File: config.mk
export PLATFORM = sky130hd
export DESIGN_NAME = mwm_fifo
export DESIGN_NICKNAME = d
export VERILOG_FILES = /design/src/rtl/mwm_pkg.sv /design/src/rtl/mwm_fifo.sv
export SDC_FILE = /design/constraint.sdc
export NUM_CORES = 1
export LEC_CHECK = 0
export BUFFER_PORTS_ARGS = -buffer_cell sky130_fd_sc_hd__buf_2
export CAP_MARGIN = 20
export CORE_MARGIN = 8
export CORE_UTILIZATION = 54
export DETAILED_ROUTE_END_ITERATION = 12
export GPL_ROUTABILITY_DRIVEN = 0
export PLACE_DENSITY_LB_ADDON = 0.25
export SLEW_MARGIN = 20
export SYNTH_ARGS = -nofsm -noshare
export SYNTH_HDL_FRONTEND = slang
export SYNTH_SLANG_ARGS = --single-unit
File: constraint.sdc
create_clock -name i_clk -period 7.1 [get_ports i_clk]
set_input_delay 0.355 -clock i_clk [delete_from_list [all_inputs] [get_ports i_clk]]
set_output_delay 0.355 -clock i_clk [all_outputs]
set_load 0.02 [all_outputs]
File: src/rtl/mwm_pkg.sv
`timescale 1ns / 1ps
// ----------------------------------------------------------------------------
// mwm_pkg
// shared widths and the item type passed from the mixing front end to the
// normalizing back end
// ----------------------------------------------------------------------------
package mwm_pkg;

    // command and wheel value width on the ports
    localparam int CMD_W = 16;
    // signed width of a sum of three 16 bit commands
    localparam int SUM_W = CMD_W + 2;
    // magnitude width of such a sum
    localparam int MAG_W = CMD_W + 1;
    // number of wheels
    localparam int NUM_WHEELS = 4;
    // depth of the queue between front and back
    localparam int QUEUE_DEPTH = 2;

    // wheel indexes
    localparam int WHEEL_FL = 0;
    localparam int WHEEL_FR = 1;
    localparam int WHEEL_BL = 2;
    localparam int WHEEL_BR = 3;

    typedef struct packed {
        logic [NUM_WHEELS-1:0][MAG_W-1:0] mag;   // wheel target magnitudes
        logic [NUM_WHEELS-1:0]            neg;   // wheel target signs
        logic [NUM_WHEELS-1:0][CMD_W-1:0] raw;   // unscaled targets, low bits
        logic [MAG_W-1:0]                 peak;  // largest magnitude
        logic                             scale; // peak exceeds one
    } t_mix_item;

endpackage

File: src/rtl/mwm_fifo.sv
`timescale 1ns / 1ps
// ----------------------------------------------------------------------------
// mwm_fifo
// short queue of mixed items between the front and back ends
// ----------------------------------------------------------------------------
module mwm_fifo
    import mwm_pkg::*;
(
    input  logic      i_clk,
    input  logic      i_rst_n,
    input  logic      i_valid,
    output logic      o_ready,
    input  t_mix_item i_item,
    output logic      o_valid,
    input  logic      i_ready,
    output t_mix_item o_item
);

    localparam int PTR_W = $clog2(QUEUE_DEPTH);
    localparam int CNT_W = $clog2(QUEUE_DEPTH + 1);

    t_mix_item        r_mem [QUEUE_DEPTH];
    logic [PTR_W-1:0] r_wr_ptr;
    logic [PTR_W-1:0] r_rd_ptr;
    logic [CNT_W-1:0] r_count;
    logic             c_push;
    logic             c_pop;

    assign o_ready = (r_count != CNT_W'(QUEUE_DEPTH));
    assign o_valid = (r_count != '0);
    assign o_item  = r_mem[r_rd_ptr];
    assign c_push  = i_valid && o_ready;
    assign c_pop   = o_valid && i_ready;

    always_ff @(posedge i_clk) begin
        if (!i_rst_n) begin
            r_wr_ptr <= '0;
            r_rd_ptr <= '0;
            r_count  <= '0;
        end else begin
            if (c_push) begin
                r_wr_ptr <= (r_wr_ptr == PTR_W'(QUEUE_DEPTH - 1)) ? '0 : r_wr_ptr + 1'b1;
            end
            if (c_pop) begin
                r_rd_ptr <= (r_rd_ptr == PTR_W'(QUEUE_DEPTH - 1)) ? '0 : r_rd_ptr + 1'b1;
            end
            if (c_push && !c_pop) begin
                r_count <= r_count + 1'b1;
            end else if (c_pop && !c_push) begin
                r_count <= r_count - 1'b1;
            end
        end
        if (c_push) begin
            r_mem[r_wr_ptr] <= i_item;
        end
    end

endmodule

==> impl_metrics.toml, run 1 <==
[status]
status = "finished, final reports clean"

[routing]
viasPerCell = 5.10
wl_per_cell_um = 20.7
drt_iter0_drc = 350
num_vias = 6335
ant_nets = 0
dr.pass1.iters = 4
wirelength_um = 25700
remaining_drc_errors = 0

[die]
core-area_um2 = 21000
die_w_um = 162
rows = 53
pin_count = 314
initial_core_util = 0.551
dieArea_um2 = 26400
die_h_um = 162

[timing]
setup_viol = 0
maxSlewHeadroom = 0.266
hold_violations = 0
rsz0062_at_grt = "no"
setup_tns_ps = 0
fmax_mhz = 317
period_needed_ps = 3150
finalCritPeriodShare = 0.444
slew_violations = 0
timing.final.ws_setup_ps = 3950
worstMarginPinSlew_ps = 1100
finClkSkew_ps = 7.17

[global_routing]
grt-ovfl-total = 0
antenna_found_initial = 4
grt_pass1_vias = 6833
grt_pass1_wl_um = 37800
grt_start_max_net_pins = 82
grt_usage = 0.183

[clock_tree]
numCtsBuffers = 31
clkTransAtPathRegs_ps = 60
clockBufferDepth = 3
h-tree-depth = 1
clk_latency_ps = 530
clock_sinks = 313
tritoncts = "done"
root_buffer = "clkbuf_16"

[critical_path]
cpLargestDelayFamily = "buffers and inverters"
critPathLaunchType = "flip-flop"
crit_type = "reg2out"
arrival_ps = 2800
endpoint_kind = "output pin"
critPathSlowestCell = "dfxtp_4"
path_max_fanout = 57
cp_cell_sequence = "buf_4 > mux2_2 > buf_2"
slowest_delay_ps = 810
required_ps = 6740
crit_buf_inv = 2

[flow_run]
drv_cap = 0

[final_layout]
layout.cells.non_filler = 1241
area_delta_synth_final_pct = 32.9
layout_common_cells = "313 x buf_2, 308 x edfxtp_1, 105 x dlygate4sd3_1, 94 x mux2_2, 60 x mux2_4"
final_common_cell = "buf_2"
fin_nets = 1101
fin_util = 0.733
drive_gt1_frac = 0.536

[min_path]
holdCritPathClass = "in2reg"

[placement]
placed_cells = 1079
dp.final_hpwl_um = 16400
pre_cts_slack_ps = 4340
io_buffers = 313

[yosys]
synth_seq_cells = 313
synth.distinct_cells = 21
syn_inst = 503
yosys_warnings = 0
synthesis.nets = 662
ys_seq_area_frac = 0.807
avgSynthCellArea_um2 = 23.0
syn_area_um2 = 11600

[power_and_ir_drop]
irDropWorstVdd_v = 0.000277
power_uw = 5420
power.density_nw_per_um2 = 352
p_leak_uw = 0.00590
## cells by family after synthesis
logic type | synth area share
xor gates and xnor gates | 0.00227
DFF | 0.807
AOI/OAI and AO/OA | 0.00302
adders and majority gates | 0.00108
buffers and inverters | 0.0120
muxes | 0.169
and+or+nand+nor | 0.00562
## metrics by stage
step,hold slack (ps),cell area (um^2)
finish,20.3,15400
global route,0.287,15400
CTS,0.103,15300
detailed placement,546,13400
global placement,526,13400
floorplan,454,11600
## worst paths after layout
kind / start / endpoint / slack [ps] / depth (start not counted)
max: flip-flop / o_item[10] / 3950 / 3
max reg2reg: r_count[0]$_SDFFE_PN0P_ / r_mem[0][42]$_DFFE_PP_ / 4330 / 4
min: i_item[22] / r_mem[0][22]$_DFFE_PP_ / 20 / 1
min reg2reg: r_count[1]$_SDFFE_PN0P_ / r_count[1]$_SDFFE_PN0P_ / 570 / 2
## where the power goes
part	internal, uW	switching [uW]	total (uW)
Combinational	642	862	1500
Clock	872	626	1500
Sequential	2310	102	2420
## per-layer routing
metal | global-route usage | wire length (um) | vias up
met5 | 0 | 34 | -
met4 | 0.0396 | 416 | 6
met3 | 0.0665 | 2570 | 40
met2 | 0.320 | 12900 | 285
met1 | 0.213 | 9740 | 3116
li1 | - | - | 2888
## Yosys cell counts
library cell	number	area, um^2
mux2_2	94	1060
a21bo_2	1	10.0
mux2_4	60	901
a21boi_0	1	7.51
ha_1	1	12.5
and2_1	4	25.0
buf_2	9	45.0
a21boi_1	1	7.51
xnor2_1	2	17.5
edfxtp_1	308	9250
o21ai_1	1	5.00
nand2b_4	1	13.8
and3_1	1	6.26
buf_6	8	90.1
or2_2	1	6.26
inv_1	1	3.75
xor2_1	1	8.76
dfxtp_1	5	100
or3_1	1	6.26
nand3b_1	1	7.51
o21ai_0	1	5.00
## repair_timing
action	in CTS	in global routing
hold buffers	95	10
setup buffers	0	0
endpoints found under the hold margin	184	16
resized for setup	0	0
## sequential cells by signal (all words and copies together), names as in the netlist, named ones only
name      cells
r_mem       308
r_count       2
r_rd_ptr      1
r_wr_ptr      1
## worst reg2reg max path, delay by kind of cell, from the launching register on
family | cells | cell delay, ps
buf+inv | 2 | 1480
flops | 1 | 430
simple gates | 2 | 360
## area by class of cell
class	count	area [um^2]
sequential	313	9350
multi-input combinational	172	2100
inverter	1	8.76
fill	1249	5620
antenna	1	2.50
clock inverter	14	115
clock buffer	42	817
tap	275	344
timing repair buffer	423	2660
(Power assumes the default switching activity.)
==> run 2, diff against run 1 <==
Settings changed: ABC_AREA set to 1, CORE_UTILIZATION 54 to 47.
Clock period 7.1 ns to 2.5 ns, I/O delays scaled along.
==> run 2 against run 1 <==
Effect of this change: design area rose by 4.8%; area after synthesis hardly changed; clock-buffer cell count fell by 4; clock skew rose by 11 ps; critical path type unchanged; power grew to 2.8 times the previous value; cell count increased by 9.7%; largest cell class unchanged; combinational power rose to 2.8 times the previous value; sequential share of layout area down 2.8 points; register-to-register slack got worse by 3400 ps; setup slack lost 3700 ps; hold slack gained 280 ps; sequential power grew to 2.8 times the previous value; largest power group unchanged.
==> impl_metrics.toml, run 2 <==
[timing]
timing.final.ws_setup_ps = 230
finClkSkew_ps = 18.4
fmax_mhz = 441
hold_violations = 0
setup_viol = 0
worstMarginPinSlew_ps = 495
rsz0062_at_grt = "no"
slew_violations = 0
maxSlewHeadroom = 0.670
period_needed_ps = 2270
finalCritPeriodShare = 0.908
holdWs_ps = 304

[clock_tree]
clock_sinks = 313
root_buffer = "clkbuf_16"
numCtsBuffers = 31
tritoncts = "done"
clk_latency_ps = 540
clockBufferDepth = 3
cts-resized-gates = 0
h-tree-depth = 1
clkTransAtPathRegs_ps = 60

[die]
pin_count = 314
die_w_um = 173
die_h_um = 173
dieArea_um2 = 29900
rows = 57
initial_core_util = 0.478
core-area_um2 = 24200

[yosys]
synthAdderAreaFrac = 0.00108
synth_mux_area_frac = 0.169
synth_seq_cells = 313
yosys_warnings = 0
yosys.area.top_type = "edfxtp_1"
synth_common_cells = "308 x edfxtp_1, 94 x mux2_2, 60 x mux2_4, 9 x buf_2, 9 x nand2_1"
synth_most_common_cell = "edfxtp_1"
ys_seq_area_frac = 0.807
synth_xor_area_frac = 0
synth_top_family_by_area = "multiplexers"
synth.distinct_cells = 15
async_reset_ff_frac = 0
syn_inst = 516
synthSimpleGateAreaFrac = 0.00648
syn_area_um2 = 11600
ys_top_cells_by_area = "edfxtp_1 80%, mux2_2 9.1%, mux2_4 7.8%, dfxtp_1 0.86%, buf_6 0.78%"
synth_compound_area_frac = 0.00194
avgSynthCellArea_um2 = 22.4
ys.flop_type = "edfxtp_1"
synth_edf_count = 308
synth.top_cell.area_share = 0.798
synthesis.nets = 675

[global_routing]
grt_pass1_wl_um = 41100
grt_usage = 0.171
grt-ovfl-total = 0
grt_pass1_vias = 7520
grt_start_max_net_pins = 81
antenna_found_initial = 2

[final_layout]
fin_area_um2 = 16100
fin_nets = 1173
largest_reg_flops = 308
top_regs = "r_mem x308, r_count x2"
regMostFlops = "r_mem"
drive_gt1_frac = 0.507
final_common_cell = "buf_2"
layout.cells.non_filler = 1361
area_delta_synth_final_pct = 39.3
layout_common_cells = "313 x buf_2, 308 x edfxtp_1, 157 x dlygate4sd3_1, 94 x mux2_2, 60 x mux2_4"

[critical_path]
critPathSlowestCell = "dfxtp_4"
endpoint_kind = "output pin"
slowest_delay_ps = 670
crit_path_end = "o_item[150]"
crit_type = "reg2out"
critPathLaunchType = "flip-flop"
worstReg2RegStart = "r_count[0]$_SDFFE_PN0P_"
reg2regPathDepth = 5
regToRegSetupSlack_ps = 920
arrival_ps = 2140
timing.rr.end = "r_mem[0][124]$_DFFE_PP_"
required_ps = 2380
cp_cell_sequence = "buf_4 > mux2_2 > buf_2"
path_max_fanout = 33

[routing]
wirelength_um = 26500
dr.pass1.iters = 4
remaining_drc_errors = 0
num_vias = 6505
viasPerCell = 4.78
wl_per_cell_um = 19.5
ant_nets = 0
drt_iter0_drc = 276

[min_path]
hp-start = "i_item[69]"
whs_path_depth = 2
holdCritPathClass = "in2reg"

[placement]
placed_cell_area_um2 = 13600
pre_cts_slack_ps = 766
dp.final_hpwl_um = 17300
io_buffers = 313
placed_cells = 1148

[flow_run]
drv_cap = 0

[power_and_ir_drop]
irDropWorstVdd_v = 0.000688
power.density_nw_per_um2 = 949
p_leak_uw = 0.00621

[status]
status = "finished, final reports clean"
-- run 2: changes by cell type in the layout (fill, tap and decap cells not counted), moves of 4 or more --
cell           delta
nand2_1           +7
buf_12            +7
clkbuf_1          -4
dlygate4sd3_1    +52
inv_1             +7
and2_1            -4
nor2_1            +6
-- run 2: worst min path at each step --
stage,endpoint,slack [ps]
after floorplan,r_mem[0][0]$_DFFE_PP_,220
after global placement,r_mem[0][44]$_DFFE_PP_,310
after detailed placement,r_mem[1][20]$_DFFE_PP_,320
after CTS,r_mem[1][49]$_DFFE_PP_,270
after global routing,r_mem[1][69]$_DFFE_PP_,290
final,r_mem[0][69]$_DFFE_PP_,300
-- run 2: where the power goes --
| group | switching (uW) | internal [uW] | total [uW] | leakage (uW) |
|---|---|---|---|---|
| logic | 2410 | 1780 | 4200 | 0.00285 |
| clock network | 1770 | 2460 | 4230 | 0.000451 |
| registers | 247 | 6640 | 6880 | 0.00291 |
| total | 4430 | 10900 | 15300 | 0.00621 |
-- run 2: what timing repair did --
action	CTS	global route
hold buffers	157	0
setup buffers	0	0
endpoints found under the hold margin	313	0
setup endpoints to repair	0	0
-- run 2: kinds of logic after synthesis --
family                   after synthesis
flip-flops                           313
multiplexers                         154
buffers and inverters                 25
AND/OR/NAND/NOR                       19
AO/OA/AOI/OAI                          4
adder cells (fa/ha/maj)                1
-- run 2: through the flow --
| step | total power (uW) | setup TNS, ps | utilization |
|---|---|---|---|
| 2_1_floorplan | 9680 | -232730 | - |
| 3_3_place_gp | 10900 | 0 | 0.562 |
| 3_5_place_dp | 11000 | 0 | 0.562 |
| 4_1_cts | 15500 | 0 | 0.665 |
| 5_1_grt | 15900 | 0 | 0.665 |
| 6_report | 15300 | 0 | 0.665 |
-- run 2: routing by layer --
layer,GRT usage,wire length (um),vias up
met2,0.308,13500,261
met3,0.0640,2290,44
met5,0,0,-
met4,0.0453,603,0
li1,-,-,3028
met1,0.188,10200,3172
-- run 2: area by class of cell --
| class | count | area, um^2 |
|---|---|---|
| Sequential cell | 313 | 9350 |
| Fill cell | 1637 | 8110 |
| Antenna cell | 2 | 5.00 |
| Inverter | 8 | 30.0 |
| Timing Repair Buffer | 482 | 3320 |
| Tap cell | 324 | 405 |
| Clock buffer | 38 | 802 |
| Multi-Input combinational cell | 178 | 2100 |
| Clock inverter | 16 | 123 |
-- run 2: worst max-delay path, delay by kind of cell (launching register included) --
| family | cells | cell delay [ps] |
|---|---|---|
| flops | 1 | 670 |
| buf+inv | 2 | 540 |
| mux | 1 | 380 |
==> run 3, diff against run 2 <==
Settings changed: CORE_UTILIZATION 47 to 35.
==> run 3 against run 2 <==
Effect of this change: non-clock buffer count rose by 2; via count fell by 0.85%; largest power group unchanged; register-to-register slack got worse by 90 ps; sequential share of layout area fell by 1.2 points; critical path depth did not move; die area rose by 31%; first-iteration DRC count fell by 26%; combinational power barely moved; critical path type unchanged; design area rose by 2.0%; clock power rose by 13%; sequential cell count did not move; sequential power barely moved.
==> impl_metrics.toml, run 3 (same netlist as run 2, synthesis figures left out) <==
[die]
dieArea_um2 = 39200
die_h_um = 198
core-area_um2 = 32500
initial_core_util = 0.356
rows = 66
die_w_um = 198
pin_count = 314

[timing]
finalCritPeriodShare = 0.876
setup_viol = 0
finClkSkew_ps = 9.05
period_needed_ps = 2190
hold_violations = 0
timing.final.ws_setup_ps = 309
slew_violations = 0
rsz0062_at_grt = "no"
holdWs_ps = 41.0
worstMarginPinSlew_ps = 614
maxSlewHeadroom = 0.590
fmax_mhz = 456

[power_and_ir_drop]
p_clk_frac = 0.302
power_uw = 15900
power_switching_share = 0.287
p_leak_uw = 0.00630
power.density_nw_per_um2 = 966
irDropWorstVdd_v = 0.000658
sequentialPowerShare = 0.432
comb_power_share = 0.266
intPower_uw = 11300
switchingPower_uw = 4560

[critical_path]
path_max_fanout = 31
required_ps = 2380
worstReg2RegStart = "r_count[0]$_SDFFE_PN0P_"
crit_path_end = "o_item[34]"
timing.rr.end = "r_mem[0][115]$_DFFE_PP_"
crit_type = "reg2out"
critPathLaunchType = "flip-flop"
reg2regPathDepth = 5
regToRegSetupSlack_ps = 830
endpoint_kind = "output pin"
arrival_ps = 2070

[placement]
dp.final_hpwl_um = 17500
placed_cell_area_um2 = 13800
pre_cts_slack_ps = 805
io_buffers = 313

[routing]
wirelength_um = 26300
drt_iter0_drc = 203
remaining_drc_errors = 0
num_vias = 6450
ant_nets = 0
wl_per_cell_um = 17.7
dr.pass1.iters = 4
viasPerCell = 4.33

[clock_tree]
h-tree-depth = 2
tritoncts = "done"
cts_setup_buffers = 0
numCtsBuffers = 35
clk_latency_ps = 490
clock_sinks = 313
clkTransAtPathRegs_ps = 60
clockBufferDepth = 3
root_buffer = "clkbuf_16"

[final_layout]
final_common_cell = "buf_2"
layout_common_cells = "313 x buf_2, 308 x edfxtp_1, 156 x dlygate4sd3_1, 94 x mux2_2, 60 x mux2_4"
drive_gt1_frac = 0.511
regMostFlops = "r_mem"
top_regs = "r_mem x308, r_count x2"
largest_reg_flops = 308
fin_nets = 1179
fin_util = 0.506
area_delta_synth_final_pct = 42.1
fin_area_um2 = 16500

[global_routing]
grt_pass1_wl_um = 39900
antenna_found_initial = 4
grt_usage = 0.129
grt_start_max_net_pins = 96
grt-ovfl-total = 0
grt_pass1_vias = 7127

[flow_run]
drv_cap = 0

[min_path]
holdCritPathClass = "in2reg"

[status]
status = "finished, final reports clean"
[run 3: cell types whose count changed in the layout (fill, tap and decap cells not counted), sizes merged]
cell and delta:
clkinv -1, diode +1, clkbuf +8, clkinvlp -1
buf +3, dlygate4sd3 -1, inv +1
[run 3: stage by stage]
stage,cells,setup TNS (ps)
floorplan,516,-232730
detailed placement,1269,0
finish,1489,0
CTS,1486,0
global route,1489,0
global placement,1269,0
[run 3: final cells by class]
cell class	instances	area, um^2
multi-input combinational	178	2100
antenna	3	7.51
sequential	313	9350
fill	2738	16100
tap	442	553
clock buffer	46	960
clock inverter	15	120
timing repair buffer	484	3340
inverter	8	30.0
[run 3: how the worst min path moves through the flow]
stage	endpoint	cells after the start	from	slack, ps
after detailed placement	r_mem[1][46]$_DFFE_PP_	1	i_item[46]	320
after CTS	flip-flop	4	i_ready	20
after global placement	r_mem[0][151]$_DFFE_PP_	1	i_item[151]	310
final	flip-flop	4	i_ready	40
after floorplan	r_mem[0][0]$_DFFE_PP_	0	i_item[0]	220
after global routing	r_rd_ptr$_SDFFE_PN0P_	4	i_ready	70
[run 3: layer usage]
metal	global-route usage	share of wire
met5	0	0.00042
met4	0.0376	0.018
met3	0.0457	0.084
met2	0.216	0.48
met1	0.157	0.42
[run 3: power groups by stage]
stage	logic, uW	registers [uW]	clock network, uW
3_3_place_gp	4110	6950	0
4_1_cts	4320	6870	4980
5_1_grt	4520	6930	5170
3_5_place_dp	4110	6980	0
2_1_floorplan	2770	6910	0
6_report	4230	6860	4800
[run 3: critical path, cell delays in order (launching register included)]
cell     delay (ps)
dfxtp_4         680
buf_12          320
mux2_2          370
buf_2           160
[run 3: repair_timing]
action,CTS,global route
setup endpoints to repair,0,0
hold endpoints to repair,313,0
resized for setup,0,0
hold buffers,156,0
