==> src/rtl/mwm_pkg.sv <==
`timescale 1ns / 1ps
// ----------------------------------------------------------------------------
// mwm_pkg
// shared widths and the item type passed from the mixing front end to the
// normalizing back end
// ----------------------------------------------------------------------------
package mwm_pkg;

    // command and wheel value width on the ports
    localparam int CMD_W = 16;
    // signed width of a sum of three 16 bit commands
    localparam int SUM_W = CMD_W + 2;
    // magnitude width of such a sum
    localparam int MAG_W = CMD_W + 1;
    // number of wheels
    localparam int NUM_WHEELS = 4;
    // depth of the queue between front and back
    localparam int QUEUE_DEPTH = 2;

    // wheel indexes
    localparam int WHEEL_FL = 0;
    localparam int WHEEL_FR = 1;
    localparam int WHEEL_BL = 2;
    localparam int WHEEL_BR = 3;

    typedef struct packed {
        logic [NUM_WHEELS-1:0][MAG_W-1:0] mag;   // wheel target magnitudes
        logic [NUM_WHEELS-1:0]            neg;   // wheel target signs
        logic [NUM_WHEELS-1:0][CMD_W-1:0] raw;   // unscaled targets, low bits
        logic [MAG_W-1:0]                 peak;  // largest magnitude
        logic                             scale; // peak exceeds one
    } t_mix_item;

endpackage

==> src/rtl/mwm_front.sv <==
`timescale 1ns / 1ps
// ----------------------------------------------------------------------------
// mwm_front
// clamps the commands, forms the four wheel targets, finds the peak
// magnitude and flags whether the targets need scaling
// ----------------------------------------------------------------------------
module mwm_front
    import mwm_pkg::*;
#(
    parameter int FRAC_BITS = 14
) (
    input  logic                    i_clk,
    input  logic                    i_rst_n,
    input  logic                    i_valid,
    output logic                    o_ready,
    input  logic signed [CMD_W-1:0] i_forward_cmd,
    input  logic signed [CMD_W-1:0] i_strafe_cmd,
    input  logic signed [CMD_W-1:0] i_rotate_cmd,
    output logic                    o_valid,
    input  logic                    i_ready,
    output t_mix_item               o_item
);

    // clamp limit: one, or out of reach of a 16 bit command
    localparam logic signed [SUM_W-1:0] CLAMP_LIM = (FRAC_BITS >= CMD_W - 1)
        ? SUM_W'(1 << (CMD_W - 1)) : SUM_W'(1 << FRAC_BITS);
    // peak threshold: one, or beyond any reachable magnitude
    localparam logic [MAG_W-1:0] PEAK_LIM = (FRAC_BITS >= MAG_W)
        ? {MAG_W{1'b1}} : MAG_W'(1 << FRAC_BITS);

    logic                                     r_vld;
    t_mix_item                                r_item;
    t_mix_item                                n_item;
    logic signed [SUM_W-1:0]                  c_fwd;
    logic signed [SUM_W-1:0]                  c_side;
    logic signed [SUM_W-1:0]                  c_turn;
    logic signed [NUM_WHEELS-1:0][SUM_W-1:0]  c_wheel;
    logic [MAG_W-1:0]                         c_peak;

    function automatic logic signed [SUM_W-1:0] clamp_cmd(
        input logic signed [CMD_W-1:0] v
    );
        logic signed [SUM_W-1:0] x;
        x = SUM_W'(v);
        if (x > CLAMP_LIM) begin
            return CLAMP_LIM;
        end else if (x < -CLAMP_LIM) begin
            return -CLAMP_LIM;
        end
        return x;
    endfunction

    always_comb begin
        c_fwd  = clamp_cmd(i_forward_cmd);
        c_side = -clamp_cmd(i_strafe_cmd);
        c_turn = clamp_cmd(i_rotate_cmd);

        c_wheel[WHEEL_FL] = c_fwd + c_side - c_turn;
        c_wheel[WHEEL_FR] = c_fwd - c_side + c_turn;
        c_wheel[WHEEL_BL] = c_fwd - c_side - c_turn;
        c_wheel[WHEEL_BR] = c_fwd + c_side + c_turn;

        c_peak = '0;
        for (int k = 0; k < NUM_WHEELS; k++) begin
            n_item.neg[k] = c_wheel[k][SUM_W-1];
            n_item.mag[k] = n_item.neg[k] ? MAG_W'(-c_wheel[k]) : MAG_W'(c_wheel[k]);
            n_item.raw[k] = c_wheel[k][CMD_W-1:0];
            if (n_item.mag[k] > c_peak) begin
                c_peak = n_item.mag[k];
            end
        end
        n_item.peak  = c_peak;
        n_item.scale = (c_peak > PEAK_LIM);
    end

    assign o_ready = !r_vld || i_ready;
    assign o_valid = r_vld;
    assign o_item  = r_item;

    always_ff @(posedge i_clk) begin
        if (!i_rst_n) begin
            r_vld <= 1'b0;
        end else if (o_ready) begin
            r_vld <= i_valid;
        end
        if (o_ready && i_valid) begin
            r_item <= n_item;
        end
    end

endmodule

==> config.mk <==
export PLATFORM = sky130hd
export DESIGN_NAME = mwm_front
export DESIGN_NICKNAME = d
export VERILOG_FILES = /design/src/rtl/mwm_pkg.sv /design/src/rtl/mwm_front.sv
export SDC_FILE = /design/constraint.sdc
export NUM_CORES = 1
export LEC_CHECK = 0
export BUFFER_PORTS_ARGS = -buffer_cell sky130_fd_sc_hd__buf_2
export CORE_UTILIZATION = 40
export CTS_CLUSTER_SIZE = 25
export DETAILED_ROUTE_END_ITERATION = 7
export GPL_TIMING_DRIVEN = 0
export PLACE_DENSITY = 0.62
export SYNTH_ARGS = -nofsm -noshare
export SYNTH_HDL_FRONTEND = slang
export SYNTH_SLANG_ARGS = --single-unit
==> constraint.sdc <==
create_clock -name i_clk -period 18.6 [get_ports i_clk]
set_input_delay 2.79 -clock i_clk [delete_from_list [all_inputs] [get_ports i_clk]]
set_output_delay 2.79 -clock i_clk [all_outputs]
set_load 0.01 [all_outputs]
==> run summary, run 1 <==
Worst-path fanout max -> 10
Max Clock Skew -> 0.00748 ns
CTS Hold Bufs -> 0
Hold/Removal Path Class -> reg2reg
CP delay by family, top -> compound AO/OA/AOI/OAI gates
TritonCTS Buffers -> 17
I/O pin count -> 208
Yosys top cell area share -> 0.304
Yosys warning total -> 0
Crit path kind -> in2reg
Placed cells -> 2322
Fill cells -> 3523
Syn_nets -> 1871
Final setup fails -> 0
Worst setup SP type -> primary input
Part of the cycle the worst path needs -> 0.956
Post-Syn Area -> 14600 sq um
Fin. Hold Viols -> 0
RSZ-0062 raised after global routing -> no
Top Metal Used -> met4
Hpwl dp -> 40600 um
Total congestion overflow -> 0
Slew margin rel. -> 0.258
Vias per cell -> 5.74
CP Data Arrival Time -> 17.97 ns
Most common cell in the netlist -> ha_1
Post-synth top area cell -> edfxtp_1
Clock Sinks -> 149
ANT cells -> 0
Clk buf depth -> 2
Layout cells sized above 1 -> 0.189
Die area -> 37300 sq um
Mapped Cells -> 1653
Yosys reg bits -> 149
Yosys cell types -> 91
Initial core utilization -> 0.409
GP Congestion -> 1.01
Die height -> 193 um
Via count -> 13500
Max_cap viols -> 0
Async set-reset flop share out of synthesis -> 0
Final ANT Viol Nets -> 0
Number of synthesized flops with an enable pin -> 148
Largest net degree at the start of global routing -> 77
Crit-path slowest cell -> or4_4
Layout area overhead -> 17.3%
Fin worst setup slack -> 0.816 ns
Core Region -> 35700 sq um
Tmin final -> 17.78 ns
Final Routed Wirelength -> 48400 um
Clock latency on the worst-skew pair -> 0.45 ns
First-pass GRT wire length -> 73900 um
Synth area leaders -> edfxtp_1, ha_1, xnor2_1, inv_1, a21oi_1
CP endpoint kind -> flop
Nets -> 2100
Reg clk slew, reported paths -> 0.06 ns
Non-Filler Instances -> 2356
Status -> finished, final reports clean
Wl on met1 -> 21400 um
# rows -> 69
Bufs and invs on worst path -> 6
I/O Buffers -> 207
Crit path top cell by count -> a21oi_1
TritonCTS clock tree -> built
Root Buffer -> clkbuf_16
Worst slack, placed -> -2.50 ns
Vias in the first global route -> 12800
Slew Limit Fails -> 0
CP required -> 18.79 ns
1st-iter DRT viols -> 1100
Top cells by count, synth -> ha_1, edfxtp_1, inv_1, nor2_1, nand2_1
Slowest Stage Delay on Critical Path -> 0.58 ns
Initial antenna violation count -> 0
Met3 WL -> 2770 um
Register area share after synthesis -> 0.305
Post-route DRC -> 0
Syn avg cell area -> 8.85 sq um
Prevailing post-synth register cell -> edfxtp_1
Worst Max-Slew Pin Slew -> 1.11 ns
H-Tree Depth -> 4
DR pass1 iterations -> 8
Chip Width -> 193 um
All-layer global routing usage -> 0.257
WL met2 -> 22200 um
Drt wl/cell -> 20.6 um
Fmax -> 0.0562 GHz
==> worst min-delay path, cell delays in order, from the launching register on <==
cell      delay (ns)
dfxtp_1         0.31
nand2b_1        0.10
a21boi_0        0.08
==> registers in the layout, indices dropped and copies added, names as in the netlist <==
signal,count
o_item,148
o_valid,1
==> repair_timing <==
| action | CTS | global route |
|---|---|---|
| endpoints found under the setup margin | 18 | 17 |
| pin swaps | 0 | 5 |
| gates cloned | 0 | 0 |
| gates resized for setup | 24 | 50 |
| setup buffers | 1 | 9 |
==> worst paths after layout <==
| kind | from | end | slack [ns] | depth (start not counted) |
|---|---|---|---|---|
| min | o_valid$_SDFFE_PN0N_ | o_valid$_SDFFE_PN0N_ | 0.54 | 2 |
| max | i_strafe_cmd[2] | o_item[0]$_DFFE_PP_ | 0.82 | 67 |
| min reg2reg | o_valid$_SDFFE_PN0N_ | o_valid$_SDFFE_PN0N_ | 0.54 | 2 |
| max reg2reg | o_valid$_SDFFE_PN0N_ | o_item[124]$_DFFE_PP_ | 16.64 | 3 |
==> kinds of logic after synthesis <==
| kind of cell | share of synthesized area |
|---|---|
| xor gates and xnor gates | 0.0856 |
| DFF | 0.305 |
| and+or+nand+nor | 0.188 |
| muxes | 0.00907 |
| adders and majority gates | 0.145 |
| AOI/OAI and AO/OA | 0.208 |
| buffers and inverters | 0.0592 |
==> layout make-up <==
cell class              count  area (sq um)  share of cell area
clock inverters            15           176              0.0103
inverters                 147           552              0.0322
plain buffers              59           307              0.0179
flip-flops and latches    149          4460               0.260
multi-input cells        1290          9520               0.555
clock buffers              17           425              0.0248
repair buffers            218          1140              0.0664
well taps                 461           577              0.0336
==> layer usage <==
layer / vias up / track usage
met1: 6360 / 0.331
met3: 106 / 0.0370
met4: 0 / 0.129
li1: 6507 / -
met5: - / 0
met2: 552 / 0.420
==> metrics by stage <==
stage / cell area (sq um) / setup TNS [ns] / utilization / hold slack, ns
2_1_floorplan: 14600 / 0 / - / 0.610
3_3_place_gp: 16200 / -21.49 / 0.454 / 0.497
3_5_place_dp: 16300 / -23.02 / 0.455 / 0.528
4_1_cts: 17000 / 0 / 0.475 / 0.537
5_1_grt: 17200 / 0 / 0.480 / 0.613
6_report: 17200 / 0 / 0.480 / 0.542
==> layout by cell type (no fill, tap or decap), drive strengths merged, types with 11 or more instances in the layout <==
cell	instances
nor3	43
ha	160
a2111oi	14
or3	25
a211oi	22
o21bai	18
o21a	24
nor2b	26
and2	29
xor2	29
o211ai	19
nand2	113
xnor2	105
a31oi	16
or2	14
nor2	128
inv	151
nand4	18
nor4	27
nand3	32
o31ai	13
o21ai	89
a21oi	107
buf	242
clkbuf	52
o22ai	11
nand2b	19
edfxtp	148
a21o	32
Power of run 1 is left out: the tool's default activity adds up to more than one toggle a clock period on the data nets, which glitch-free logic cannot reach.
==> run 2: changes to the inputs <==
--- a/config.mk
+++ b/config.mk
@@ -6,11 +6,11 @@
 export NUM_CORES = 1
 export LEC_CHECK = 0
 export BUFFER_PORTS_ARGS = -buffer_cell sky130_fd_sc_hd__buf_2
-export CORE_UTILIZATION = 40
+export CORE_UTILIZATION = 45
 export CTS_CLUSTER_SIZE = 25
 export DETAILED_ROUTE_END_ITERATION = 7
 export GPL_TIMING_DRIVEN = 0
-export PLACE_DENSITY = 0.62
+export PLACE_DENSITY = 0.68
 export SYNTH_ARGS = -nofsm -noshare
 export SYNTH_HDL_FRONTEND = slang
 export SYNTH_SLANG_ARGS = --single-unit
==> run summary, run 2 (synthesis results as in run 1) <==
RSZ-0062 raised after global routing -> no
Reg2reg start -> o_valid$_SDFFE_PN0N_
Final setup fails -> 0 (unchanged)
Layer carrying the most global-route usage -> met2
Slew margin rel. -> 0.292 (+0.0333)
Met2 usage -> 0.478 (+0.0579)
Reg clk slew, reported paths -> 0.06 ns (about the same)
Layout area overhead -> 16.2%
Max FFs per register -> 148 (unchanged)
Max_cap viols -> 0 (unchanged)
Fin worst setup slack -> 0.966 ns (+0.150 ns)
Fin area -> 17000 sq um (-0.96%)
1st-iter DRT viols -> 1336 (+21%)
Clock Sinks -> 149 (unchanged)
TritonCTS Buffers -> 17 (unchanged)
Initial antenna violation count -> 0 (unchanged)
Most frequent cells in the layout -> buf_2, ha_1, edfxtp_1
Total congestion overflow -> 0 (unchanged)
Fin. Hold Viols -> 0 (unchanged)
CP endpoint kind -> flop
# rows -> 65 (-5.8%)
Slowest Stage Delay on Critical Path -> 0.68 ns (+0.10 ns)
GR Layer Usage met3 -> 0.0393 (+0.00235)
Vias per cell -> 5.79 (+0.94%)
Vias in the first global route -> 12400 (-3.2%)
Root Buffer -> clkbuf_16
I/O Buffers -> 207 (unchanged)
Die height -> 182 um (-5.7%)
ANT cells -> 0 (unchanged)
Worst-path fanout max -> 10 (unchanged)
Area occupied by multi-input gates -> 9450 sq um (-0.71%)
First-pass GRT wire length -> 72100 um (-2.3%)
Hpwl dp -> 40200 um (-0.92%)
Part of the cycle the worst path needs -> 0.948 (-0.00807)
Nets -> 2094 (-0.29%)
GP Congestion -> 1.03 (+1.6%)
Fill cells -> 2920 (-17%)
Commonest non-fill, non-tap cell in the layout -> buf_2
Final Routed Wirelength -> 47800 um (-1.3%)
Tmin final -> 17.63 ns (-0.150 ns)
Initial core utilization -> 0.460 (+0.0507)
Worst R2R Path Depth -> 4 (+1)
Worst Max-Slew Pin Slew -> 1.04 ns (-0.0701 ns)
Crit path kind -> in2reg
Worst setup SP type -> primary input
Via count -> 13500 (-0.43%)
Hold path startpoint -> o_valid$_SDFFE_PN0N_
Worst setup startpoint -> i_strafe_cmd[2]
DR pass1 iterations -> 6 (-2)
Worst slack, placed -> -2.46 ns (+0.0365 ns)
TritonCTS clock tree -> built
Final ANT Viol Nets -> 0 (unchanged)
CP Data Arrival Time -> 17.81 ns (-0.16 ns)
Clock latency on the worst-skew pair -> 0.43 ns (-0.02 ns)
End of the worst register-to-register path -> o_item[104]$_DFFE_PP_
Fmax -> 0.0567 GHz (+0.85%)
Core Region -> 31800 sq um (-11%)
Crit-path slowest cell -> xnor2_1
Register area -> 4460 sq um (unchanged)
CTS Hold Bufs -> 0 (unchanged)
Slew Limit Fails -> 0 (unchanged)
Hold/Removal Path Class -> reg2reg
Post-route DRC -> 0 (unchanged)
Die area -> 33200 sq um (-11%)
Largest net degree at the start of global routing -> 54 (-30%)
Layout cells sized above 1 -> 0.181 (-0.00840)
Max Clock Skew -> 0.0105 ns (+0.00304 ns)
CP required -> 18.78 ns (about the same)
H-Tree Depth -> 4 (unchanged)
Placed cell areas -> 16300 sq um (about the same)
All-layer global routing usage -> 0.287 (+0.0301)
Worst reg-to-reg setup slack -> 16.65 ns (about the same)
I/O pin count -> 208 (unchanged)
Status -> finished, final reports clean
Clk buf depth -> 2 (unchanged)
Drt wl/cell -> 20.6 um (about the same)
Chip Width -> 182 um (-5.7%)
GR Util met1 -> 0.375 (+0.0433)
Setup TNS -> 0 ns (unchanged)
Critical path destination -> o_item[0]$_DFFE_PP_
run 2: cell count changes in the layout (fill, tap and decap cells not counted), sizes merged:
cell    change
clkinv      -1
buf         -6
inv         +3
bufinv      -2
run 2: worst min path at each step:
stage | endpoint | slack [ns] | depth (start not counted)
global route | o_valid$_SDFFE_PN0N_ | 0.58 | 2
global placement | o_valid$_SDFFE_PN0N_ | 0.50 | 2
floorplan | o_valid$_SDFFE_PN0N_ | 0.61 | 2
detailed placement | o_valid$_SDFFE_PN0N_ | 0.53 | 2
CTS | o_valid$_SDFFE_PN0N_ | 0.54 | 2
finish | o_valid$_SDFFE_PN0N_ | 0.53 | 2
run 2: layout make-up:
cell class | count | share of cell area
Buffer | 59 | 0.0180
Clock buffer | 17 | 0.0250
Clock inverter | 15 | 0.00854
Multi-Input combinational cell | 1290 | 0.556
Sequential cell | 149 | 0.263
Inverter | 147 | 0.0325
Tap cell | 435 | 0.0320
Timing Repair Buffer | 212 | 0.0651
run 2: per-stage QoR:
| step | cells | hold WS (ns) | utilization |
|---|---|---|---|
| after global placement | 2295 | 0.500 | 0.510 |
| after floorplan | 1653 | 0.610 | - |
| final | 2324 | 0.528 | 0.534 |
| after global routing | 2324 | 0.581 | 0.534 |
| after detailed placement | 2297 | 0.528 | 0.511 |
| after CTS | 2329 | 0.537 | 0.532 |
run 2: routing by layer:
layer	vias up	share of wire
met5	-	0
met4	0	0.038
met3	82	0.063
met2	566	0.46
met1	6327	0.43
li1	6492	-
run 2: worst max-delay path, delay by kind of cell:
kind / cells / cell delay (ns)
multiplexers: 1 / 0.23
AND/OR/NAND/NOR: 16 / 3.61
buffers and inverters: 6 / 1.18
adder cells (fa/ha/maj): 6 / 1.64
XOR/XNOR: 3 / 1.00
AO/OA/AOI/OAI: 34 / 7.34
run 2: timing repair:
action,in CTS,in global routing
setup buffers,2,1
hold endpoints to repair,0,0
pin swaps,1,0
setup endpoints to repair,18,17
resized for setup,20,37
Power of run 2 is left out for the same reason.
==> run 3: changes to the inputs <==
--- a/config.mk
+++ b/config.mk
@@ -7,6 +7,7 @@
 export LEC_CHECK = 0
 export BUFFER_PORTS_ARGS = -buffer_cell sky130_fd_sc_hd__buf_2
 export CORE_UTILIZATION = 45
+export CTS_BUF_LIST = sky130_fd_sc_hd__clkbuf_4 sky130_fd_sc_hd__clkbuf_8
 export CTS_CLUSTER_SIZE = 25
 export DETAILED_ROUTE_END_ITERATION = 7
 export GPL_TIMING_DRIVEN = 0
==> run summary, run 3 (synthesis results as in run 1) <==
Status -> finished, final reports clean
Die area -> 33200 sq um (unchanged)
Chip Width -> 182 um (unchanged)
Fin area -> 16800 sq um (-1.1%)
CP endpoint kind -> flop
Final setup fails -> 0 (unchanged)
I/O pin count -> 208 (unchanged)
Fin util -> 0.529 (-0.00594)
Slew margin rel. -> 0.291 (-0.000365)
Worst slack, placed -> -2.46 ns (unchanged)
Final Routed Wirelength -> 47600 um (-0.37%)
Hold path startpoint -> o_valid$_SDFFE_PN0N_
H-Tree Depth -> 4 (unchanged)
Worst setup startpoint -> i_strafe_cmd[2]
Clock latency on the worst-skew pair -> 0.47 ns (+0.04 ns)
Layout cells sized above 1 -> 0.181 (unchanged)
CP required -> 18.82 ns (+0.04 ns)
Bufs and invs on worst path -> 6 (unchanged)
Reg2reg start -> o_valid$_SDFFE_PN0N_
Wl on met1 -> 20700 um (-0.44%)
Setup TNS -> 0 ns (unchanged)
Core Region -> 31800 sq um (unchanged)
GP Congestion -> 1.03 (unchanged)
WL met2 -> 22300 um (+0.43%)
Commonest non-fill, non-tap cell in the layout -> buf_2
Crit-path slowest cell -> xnor2_1
Fin worst setup slack -> 0.950 ns (-0.0160 ns)
I/O Buffers -> 207 (unchanged)
Fmax -> 0.0567 GHz (about the same)
Vias in the first global route -> 12400 (-0.032%)
Initial core utilization -> 0.460 (unchanged)
Clk buf depth -> 2 (unchanged)
Total congestion overflow -> 0 (unchanged)
Hold/Removal Path Class -> reg2reg
Crit path kind -> in2reg
# rows -> 65 (unchanged)
First-pass GRT wire length -> 72100 um (unchanged)
Hpwl dp -> 40200 um (unchanged)
Reg clk slew, reported paths -> 0.08 ns (+0.02 ns)
Worst-path fanout max -> 10 (unchanged)
Max_cap viols -> 0 (unchanged)
Final ANT Viol Nets -> 0 (unchanged)
Slew Limit Fails -> 0 (unchanged)
RSZ-0062 raised after global routing -> no
Met3 WL -> 3030 um (about the same)
Max Clock Skew -> 0.00931 ns (-0.00121 ns)
Layout area overhead -> 14.9%
Part of the cycle the worst path needs -> 0.949 (about the same)
Largest net degree at the start of global routing -> 54 (unchanged)
Nets -> 2094 (unchanged)
All-layer global routing usage -> 0.286 (-0.000433)
Post-route DRC -> 0 (unchanged)
Worst setup SP type -> primary input
Vias per cell -> 5.78 (-0.17%)
Tmin final -> 17.65 ns (+0.0160 ns)
TritonCTS Buffers -> 17 (unchanged)
Placed cell areas -> 16300 sq um (unchanged)
Slowest Stage Delay on Critical Path -> 0.65 ns (-0.03 ns)
Die height -> 182 um (unchanged)
Fin. Hold Viols -> 0 (unchanged)
Drt wl/cell -> 20.5 um (-0.41%)
Root Buffer -> clkbuf_8
DR pass1 iterations -> 5 (-1)
TritonCTS clock tree -> built
CP delay by family, top -> compound AO/OA/AOI/OAI gates
Most frequent cells in the layout -> buf_2, ha_1, edfxtp_1
Clock Sinks -> 149 (unchanged)
Top Metal Used -> met4
Via count -> 13500 (-0.13%)
1st-iter DRT viols -> 1285 (-3.8%)
Max FFs per register -> 148 (unchanged)
CP Data Arrival Time -> 17.87 ns (+0.06 ns)
Initial antenna violation count -> 0 (unchanged)
Worst Max-Slew Pin Slew -> 1.04 ns (+0.000534 ns)
-- run 3: cell types whose count changed in the layout (fill, tap and decap cells not counted), sizes merged --
cell	delta
diode	+1
-- run 3: worst min-delay path, stage by stage, from the launching register on --
cell and delay [ns]:
dfxtp_1 0.31, nand2b_1 0.09, a21boi_0 0.08
-- run 3: timing repair --
action / in CTS / in global routing
setup endpoints to repair: 18 / 17
pin swaps: 1 / 0
resized for setup: 20 / 37
hold buffers: 0 / 0
endpoints found under the hold margin: 0 / 0
setup buffers: 2 / 1
-- run 3: worst paths after layout --
| path | end | slack, ns | cells after the start |
|---|---|---|---|
| hold reg to reg | o_valid$_SDFFE_PN0N_ | 0.53 | 2 |
| setup / recovery | o_item[0]$_DFFE_PP_ | 0.95 | 66 |
| setup reg to reg | o_item[39]$_DFFE_PP_ | 16.64 | 4 |
| hold / removal | o_valid$_SDFFE_PN0N_ | 0.53 | 2 |
-- run 3: final cells by class --
class	instances	area, sq um
Clock inverter	15	145
Buffer	59	305
Timing Repair Buffer	212	1110
Fill cell	2939	15000
Clock buffer	17	234
Multi-Input combinational cell	1290	9450
Inverter	147	552
Antenna cell	1	2.50
Sequential cell	149	4460
Tap cell	435	544
-- run 3: routing by layer --
metal,track usage,vias up
met3,0.0353,74
met5,0,-
li1,-,6502
met1,0.375,6328
met4,0.116,0
met2,0.479,546
-- run 3: per-stage QoR --
stage | hold WS (ns) | std cells
finish | 0.533 | 2325
detailed placement | 0.528 | 2297
global route | 0.585 | 2324
CTS | 0.540 | 2329
floorplan | 0.610 | 1653
global placement | 0.500 | 2295
Power of run 3 is left out for the same reason.
